## src/sv/gdd_pkg.sv

```systemverilog
package gdd_pkg;

    localparam int YearW    = 14;
    localparam int MonthW   = 4;
    localparam int DayW     = 5;
    localparam int OrdW     = 9;
    localparam int DaysW    = 22;
    localparam int DiffW    = 23;
    localparam int CentW    = 8;   // year / 100, at most 163 for a 14-bit year
    localparam int RemW     = 7;   // year % 100
    localparam int LeapsW   = 12;  // leap years before year, at most 2425

    localparam int InDataW  = 48;
    localparam int OutDataW = 48;

    // four date stages plus the output register
    localparam int PipeDepth = 5;

    localparam logic [YearW-1:0]  YearMax     = 14'd9999;
    localparam logic [YearW-1:0]  DefYear     = 14'd1970;
    localparam logic [CentW-1:0]  DefCent     = 8'd19;
    localparam logic [RemW-1:0]   DefRem      = 7'd70;
    localparam logic [MonthW-1:0] MonthJan    = 4'd1;
    localparam logic [MonthW-1:0] MonthFeb    = 4'd2;
    localparam logic [MonthW-1:0] MonthDec    = 4'd12;

    // year / 100 as (year * CentMul) >> CentShift, exact below 43690
    localparam int                CentShift   = 21;
    localparam logic [14:0]       CentMul     = 15'd20972;

    typedef struct packed {
        logic             valid;
        logic [OrdW-1:0]  ordinal;
        logic [DaysW-1:0] days;
    } t_date_res;

    function automatic logic [DayW-1:0] month_len(input logic [MonthW-1:0] m);
        logic [DayW-1:0] len;
        case (m)
            4'd2:                     len = 5'd28;
            4'd4, 4'd6, 4'd9, 4'd11:  len = 5'd30;
            default:                  len = 5'd31;
        endcase
        return len;
    endfunction

    function automatic logic [OrdW-1:0] days_before(input logic [MonthW-1:0] m);
        logic [OrdW-1:0] n;
        case (m)
            4'd2:    n = 9'd31;
            4'd3:    n = 9'd59;
            4'd4:    n = 9'd90;
            4'd5:    n = 9'd120;
            4'd6:    n = 9'd151;
            4'd7:    n = 9'd181;
            4'd8:    n = 9'd212;
            4'd9:    n = 9'd243;
            4'd10:   n = 9'd273;
            4'd11:   n = 9'd304;
            4'd12:   n = 9'd334;
            default: n = 9'd0;
        endcase
        return n;
    endfunction

endpackage

```

## src/sv/gdd_date.sv

```systemverilog
// Four-stage date front end: century split, check and substitute,
// ordinal and year base, day number since 0000-01-01.
module gdd_date (
    input  logic                           i_clk,
    input  logic                           i_en,
    input  logic [gdd_pkg::YearW-1:0]      i_year,
    input  logic [gdd_pkg::MonthW-1:0]     i_month,
    input  logic [gdd_pkg::DayW-1:0]       i_day,
    output gdd_pkg::t_date_res             o_res
);

    // stage 1
    logic [gdd_pkg::YearW-1:0]  r_y1,  n_y1;
    logic [gdd_pkg::MonthW-1:0] r_m1;
    logic [gdd_pkg::DayW-1:0]   r_d1;
    logic [gdd_pkg::CentW-1:0]  r_q1,  n_q1;
    logic [28:0]                w_prod;

    // stage 2
    logic [gdd_pkg::YearW-1:0]  r_y2,  n_y2;
    logic [gdd_pkg::CentW-1:0]  r_q2,  n_q2;
    logic [gdd_pkg::RemW-1:0]   r_r2,  n_r2;
    logic [gdd_pkg::MonthW-1:0] r_m2,  n_m2;
    logic [gdd_pkg::DayW-1:0]   r_d2,  n_d2;
    logic                       r_lp2, n_lp2;
    logic                       r_ok2, n_ok2;
    logic [gdd_pkg::RemW-1:0]   w_rem;
    logic [gdd_pkg::DayW-1:0]   w_len;
    logic                       w_leap;

    // stage 3
    logic [gdd_pkg::DaysW-1:0]  r_y365, n_y365;
    logic [gdd_pkg::LeapsW-1:0] r_lps3, n_lps3;
    logic [gdd_pkg::OrdW-1:0]   r_ord3, n_ord3;
    logic                       r_ok3;
    logic [14:0]                w_quad;
    logic [14:0]                w_lsum;

    // stage 4
    logic [gdd_pkg::DaysW-1:0]  r_days4, n_days4;
    logic [gdd_pkg::OrdW-1:0]   r_ord4;
    logic                       r_ok4;

    always_comb begin
        w_prod = 29'(i_year) * 29'(gdd_pkg::CentMul);
        n_q1   = w_prod[gdd_pkg::CentShift +: gdd_pkg::CentW];
        n_y1   = i_year;
    end

    always_comb begin
        w_rem  = gdd_pkg::RemW'(r_y1 - 14'({6'd0, r_q1} * 14'd100));
        w_leap = (r_y1[1:0] == 2'd0) && ((w_rem != '0) || (r_q1[1:0] == 2'd0));
        w_len  = (r_m1 == gdd_pkg::MonthFeb && w_leap) ? 5'd29 : gdd_pkg::month_len(r_m1);
        n_ok2  = (r_y1 <= gdd_pkg::YearMax) && (r_m1 >= gdd_pkg::MonthJan)
              && (r_m1 <= gdd_pkg::MonthDec) && (r_d1 != '0) && (r_d1 <= w_len);
        if (n_ok2) begin
            n_y2  = r_y1;
            n_q2  = r_q1;
            n_r2  = w_rem;
            n_m2  = r_m1;
            n_d2  = r_d1;
            n_lp2 = w_leap;
        end else begin
            n_y2  = gdd_pkg::DefYear;
            n_q2  = gdd_pkg::DefCent;
            n_r2  = gdd_pkg::DefRem;
            n_m2  = gdd_pkg::MonthJan;
            n_d2  = 5'd1;
            n_lp2 = 1'b0;
        end
    end

    // leaps before y: ceil(y/4) - ceil(y/100) + ceil(y/400), with y = 100q + r
    always_comb begin
        w_quad = (15'(r_y2) + 15'd3) >> 2;
        w_lsum = w_quad - 15'(r_q2) - 15'(r_r2 != '0)
               + 15'(r_q2 >> 2) + 15'((r_q2[1:0] != 2'd0) || (r_r2 != '0));
        n_lps3 = w_lsum[gdd_pkg::LeapsW-1:0];
        n_y365 = 22'(r_y2) * 22'd365;
        n_ord3 = gdd_pkg::days_before(r_m2) + 9'(r_d2)
               + 9'((r_m2 > gdd_pkg::MonthFeb) && r_lp2);
        n_days4 = r_y365 + 22'(r_lps3) + 22'(r_ord3);
    end

    always_ff @(posedge i_clk) begin
        if (i_en) begin
            r_y1    <= n_y1;
            r_m1    <= i_month;
            r_d1    <= i_day;
            r_q1    <= n_q1;
            r_y2    <= n_y2;
            r_q2    <= n_q2;
            r_r2    <= n_r2;
            r_m2    <= n_m2;
            r_d2    <= n_d2;
            r_lp2   <= n_lp2;
            r_ok2   <= n_ok2;
            r_y365  <= n_y365;
            r_lps3  <= n_lps3;
            r_ord3  <= n_ord3;
            r_ok3   <= r_ok2;
            r_days4 <= n_days4;
            r_ord4  <= r_ord3;
            r_ok4   <= r_ok3;
        end
    end

    assign o_res.valid   = r_ok4;
    assign o_res.ordinal = r_ord4;
    assign o_res.days    = r_days4;

endmodule

```

## src/sv/gregorian_date_difference.sv

```systemverilog
// Gregorian date difference. Each request carries two dates A and B (year, month,
// day). Each date is checked against the Gregorian calendar (leap year: divisible
// by 4, not by 100 unless by 400; years above 9999 rejected); a bad date is
// replaced by 1970-01-01 and flagged with valid = 0. The result gives both flags,
// both days of the year and the signed day count A - B. Fully pipelined: one
// request per cycle unless the pipe holds (four date stages, one
// subtract/output stage). The whole pipe moves together; it holds when the
// output register is full and not taken, so back-pressure reaches the input
// in the same cycle. No reset needed for data, only the valid bits clear.
module gregorian_date_difference (
    input  logic                           i_clk,
    input  logic                           i_rst_n,
    input  logic                           i_s_axis_tvalid,
    output logic                           o_s_axis_tready,
    // year_a[13:0], month_a[17:14], day_a[22:18],
    // year_b[36:23], month_b[40:37], day_b[45:41], zero[47:46]
    input  logic [gdd_pkg::InDataW-1:0]    i_s_axis_tdata,
    output logic                           o_m_axis_tvalid,
    input  logic                           i_m_axis_tready,
    // valid_a[0], valid_b[1], ordinal_a[10:2], ordinal_b[19:11],
    // day_difference[42:20] (signed), zero[47:43]
    output logic [gdd_pkg::OutDataW-1:0]   o_m_axis_tdata
);

    logic [gdd_pkg::PipeDepth-1:0] r_vld, n_vld;
    logic                          w_adv;
    gdd_pkg::t_date_res            w_res_a, w_res_b;
    logic [gdd_pkg::OutDataW-1:0]  r_out, n_out;
    logic [gdd_pkg::DiffW-1:0]     w_diff;

    // whole pipe advances unless the output holds an untaken result
    assign w_adv           = !r_vld[gdd_pkg::PipeDepth-1] || i_m_axis_tready;
    assign o_s_axis_tready = w_adv;

    gdd_date u_date_a (
        .i_clk   (i_clk),
        .i_en    (w_adv),
        .i_year  (i_s_axis_tdata[13:0]),
        .i_month (i_s_axis_tdata[17:14]),
        .i_day   (i_s_axis_tdata[22:18]),
        .o_res   (w_res_a)
    );

    gdd_date u_date_b (
        .i_clk   (i_clk),
        .i_en    (w_adv),
        .i_year  (i_s_axis_tdata[36:23]),
        .i_month (i_s_axis_tdata[40:37]),
        .i_day   (i_s_axis_tdata[45:41]),
        .o_res   (w_res_b)
    );

    // day numbers fit in 22 bits, so the 23-bit difference never overflows
    always_comb begin
        w_diff = 23'(w_res_a.days) - 23'(w_res_b.days);
        n_out  = {5'd0, w_diff, w_res_b.ordinal, w_res_a.ordinal,
                  w_res_b.valid, w_res_a.valid};
        n_vld  = {r_vld[gdd_pkg::PipeDepth-2:0], i_s_axis_tvalid};
    end

    always_ff @(posedge i_clk) begin
        if (!i_rst_n) begin
            r_vld <= '0;
        end else if (w_adv) begin
            r_vld <= n_vld;
        end
    end

    always_ff @(posedge i_clk) begin
        if (w_adv) begin
            r_out <= n_out;
        end
    end

    assign o_m_axis_tvalid = r_vld[gdd_pkg::PipeDepth-1];
    assign o_m_axis_tdata  = r_out;

    // a request taken at the input always lands in the first stage
    a_enter: assert property (@(posedge i_clk) disable iff (!i_rst_n)
        (i_s_axis_tvalid && o_s_axis_tready) |=> r_vld[0])
        else $error("accepted request not in first stage");

    // ordinals stay within 1..366 on every delivered result
    a_ord: assert property (@(posedge i_clk) disable iff (!i_rst_n)
        o_m_axis_tvalid |-> (r_out[10:2] != 9'd0 && r_out[10:2] <= 9'd366
                          && r_out[19:11] != 9'd0 && r_out[19:11] <= 9'd366))
        else $error("ordinal out of range");

    // two substituted dates are both 1970-01-01: zero difference
    a_subst: assert property (@(posedge i_clk) disable iff (!i_rst_n)
        (o_m_axis_tvalid && !r_out[0] && !r_out[1]) |->
            (r_out[42:20] == 23'd0 && r_out[10:2] == 9'd1 && r_out[19:11] == 9'd1))
        else $error("substituted dates give nonzero difference");

endmodule

```

## config.mk

```make
export PLATFORM = sky130hd
export DESIGN_NAME = gregorian_date_difference
export DESIGN_NICKNAME = d
export VERILOG_FILES = /design/src/sv/gdd_pkg.sv /design/src/sv/gdd_date.sv /design/src/sv/gregorian_date_difference.sv
export SDC_FILE = /design/constraint.sdc
export NUM_CORES = 1
export LEC_CHECK = 0
export BUFFER_PORTS_ARGS = -buffer_cell sky130_fd_sc_hd__buf_4
export CAP_MARGIN = 20
export CORE_AREA = 10 10 299 301
export DETAILED_ROUTE_END_ITERATION = 12
export DIE_AREA = 0 0 309 311
export GPL_TIMING_DRIVEN = 0
export PLACE_DENSITY = 0.61
export SETUP_SLACK_MARGIN = 0.02
export SYNTH_ARGS = -nofsm -noshare
export SYNTH_HDL_FRONTEND = slang
export SYNTH_SLANG_ARGS = --single-unit
export TNS_END_PERCENT = 20
```

## constraint.sdc

```tcl
create_clock -name i_clk -period 8 [get_ports i_clk]
set_input_delay 2 -clock i_clk [delete_from_list [all_inputs] [get_ports i_clk]]
set_output_delay 2 -clock i_clk [all_outputs]
set_load 0.01 [all_outputs]
```

==> impl_metrics.toml <==
[outcome]
status = "complete, no violations"

[synth]
synth_adder_area_share_pct = 36.0
netlist_instances = 2520
synthXorXnorAreaFrac_pct = 4.92
muxShareOfSynthArea_pct = 0.603
synth_area_mm2 = 0.0289
synth-seq-cells = 356
synth_seq_area_share_pct = 36.3
synth_edf_count = 333
ys_top_cells_by_area = "edfxtp_1 (35%), ha_1 (18%), fa_1 (18%)"
synth_compound_area_share_pct = 7.49
synth_top_cell_area_share_pct = 34.7
synth_area_per_cell_um2 = 11.4
synth_top_family_by_area = "adder cells"
async_flop_share_pct = 0
synth_flop_cell = "edfxtp_1"
yosys.area_share.simple_pct = 7.02
yosysWarningCount = 0
synth_area_leader_cell = "edfxtp_1"
synth_cell_types = 72

[floorplanning]
fp.dieH_um = 311
core-area_mm2 = 0.0833
ios = 102
initial_core_util_pct = 34.6
rows = 106
die_width_um = 309
dieArea_mm2 = 0.0961

[timing]
finalCritPeriodShare_pct = 82.9
skew_ns = 0.0296
grt_setup_unrepaired = "no"
fmax_ghz = 0.151
slew_violations = 0
finalCriticalPeriod_ns = 6.64
hold_violations = 0
worst_pin_slew_ns = 0.824
setup_viol_count_final = 0
tns_ns = 0
slew_headroom_pct = 45.0
worst_slack_ns = 1.36
hold_slack_ns = 0.416

[grt]
grt_max_degree = 130
antenna_found_initial = 3
first_global_vias = 17900
overflow = 0
grt_use_total_pct = 11.5
grt_pass1_wl_um = 90400

[power]
leakage_nw = 15.5
power_density_mw_per_mm2 = 403
peakVddDrop_uv = 204

[critical_path]
worst_setup_path_end_kind = "flop"
required_ns = 8.31
path_class = "primary input to flop"
start_kind = "primary input"
cp_max_fo = 7
worstPathArrival_ns = 6.95

[clock_tree]
cts_root_buffer = "clkbuf_16"
cts_repair_resize_count = 0
ctsHoldBuffers = 0
cts_tree = "built"
cts_setup_buffers = 0
cts.sinks = 356
clock_latency_ns = 0.57
htreeDepth = 2
clk_pin_slew_ns = 0.06
cts_buffers = 41
cts_buffer_depth = 3

[cells_and_area]
utilization_pct = 38.9
drive_gt1_share_pct = 7.09
final_nets = 3393
fillers = 8082
diodes = 0
final_cell_mix = "inv_1 (559), ha_1 (420), edfxtp_1 (333)"
mostFrequentLayoutCell = "inv_1"
area_growth_pct = 12.3

[routing]
drc = 0
drt-total-wl_um = 54000
wl_per_cell_um = 14.3
route.vias.total = 17100
ant_nets = 0
drtIter0Drc = 698
firstDrtPassIters = 5
vias_per_cell = 4.53

[min_path]
hold_path.class = "flop to flop"

[job]
max_cap_viol_count = 0

[placement]
place_hpwl_um = 44700
pre_cts_ws_ns = 0.819
finalWeightedCongestion = 0.839
portBuffers = 94
[Yosys cell counts (5+ instances only)]
cell	count
inv_1	559
ha_1	420
edfxtp_1	333
fa_1	257
xnor2_1	112
nand2_1	111
a21oi_1	104
nor2_1	68
o21ai_0	59
a21o_1	58
xor2_1	50
and2_1	43
nand2b_1	33
nand3_1	26
dfxtp_1	23
nor3_1	21
and3_1	20
nor2b_1	18
o21a_1	14
a211oi_1	13
nand4_1	13
clkbuf_1	11
a21boi_0	9
mux2i_1	8
a31oi_1	7
nor4_1	7
o211ai_1	7
buf_4	6
o21ai_1	6
o21bai_1	6
or2_2	6
a211o_1	5
o31ai_1	5
[state kept, by name, indices dropped and copies added, names as in the netlist, 8 cells and up, named ones only]
name / count
u_date_a.r_y365: 22
u_date_b.r_q2: 8
u_date_b.r_y1: 14
u_date_a.r_days4: 22
u_date_a.r_q2: 8
u_date_a.r_q1: 8
u_date_b.r_ord4: 9
u_date_a.r_y1: 14
u_date_a.r_lps3: 12
o_m_axis_tdata: 43
u_date_b.r_days4: 22
u_date_b.r_y2: 12
u_date_b.r_ord3: 9
u_date_a.r_ord4: 9
u_date_a.r_y2: 12
u_date_b.r_y365: 22
u_date_b.r_lps3: 12
u_date_a.r_ord3: 9
u_date_b.r_q1: 8
[kinds of logic after synthesis]
family,Yosys count
AOI/OAI and AO/OA,332
xor gates and xnor gates,162
adders and majority gates,677
buffers and inverters,582
DFF,356
muxes,14
other,1
and+or+nand+nor,396
[routing by layer]
layer  wire [um]  part of all wire (%)  GRT usage, %
met4        1490                   2.8          3.57
met1       25000                    46          14.6
met2       25600                    47          19.7
met3        1870                   3.5          1.94
met5          14                 0.026             0
[where the power goes]
| part | leakage (nW) | internal, mW | switching (mW) | total, mW |
|---|---|---|---|---|
| logic | 11.0 | 3.47 | 4.21 | 7.67 |
| registers | 3.76 | 3.13 | 0.325 | 3.45 |
| clock network | 0.671 | 1.17 | 0.770 | 1.94 |
| total | 15.5 | 7.76 | 5.30 | 13.1 |
[cell type report]
type	count	area, um^2	area share [%]
clock inverter	25	329	1.02
timing repair buffer	97	764	2.36
multi-input combinational	1586	16200	50.0
sequential	356	10500	32.3
clock buffer	48	1070	3.31
inverter	563	2110	6.52
buffer	19	106	0.328
tap	1080	1350	4.17
[worst paths after layout]
path	from	end	slack, ns	depth (start not counted)
setup / recovery	i_s_axis_tdata[31]	u_date_b.r_q1[7]	1.36	18
hold / removal	u_date_b.r_ord4[8]	o_m_axis_tdata[19]	0.42	0
setup reg to reg	u_date_b.r_y1[2]	flop	3.23	24
hold reg to reg	u_date_b.r_ord4[8]	o_m_axis_tdata[19]	0.42	0
[per-stage QoR]
step | instances | area (um^2) | power [mW]
detailed placement | 3701 | 31000 | 11.2
floorplan | 2524 | 28900 | 9.34
finish | 3774 | 32400 | 13.1
CTS | 3774 | 32400 | 13.3
global placement | 3698 | 30900 | 11.1
global route | 3774 | 32400 | 14.5
[critical path, cell delays in order]
cell and delay, ns:
buf_4 0.16, ha_1 0.31, inv_1 0.06, fa_1 0.54, inv_1 0.07, fa_1 0.50, inv_1 0.05, fa_1 0.48
fa_1 0.55, inv_1 0.04, ha_1 0.29, and3_1 0.21, and3_1 0.19, a311oi_1 0.62, o21ai_0 0.36, nor3_1 0.29
o31a_1 0.17, xnor2_1 0.06
(Power assumes the default switching activity.)
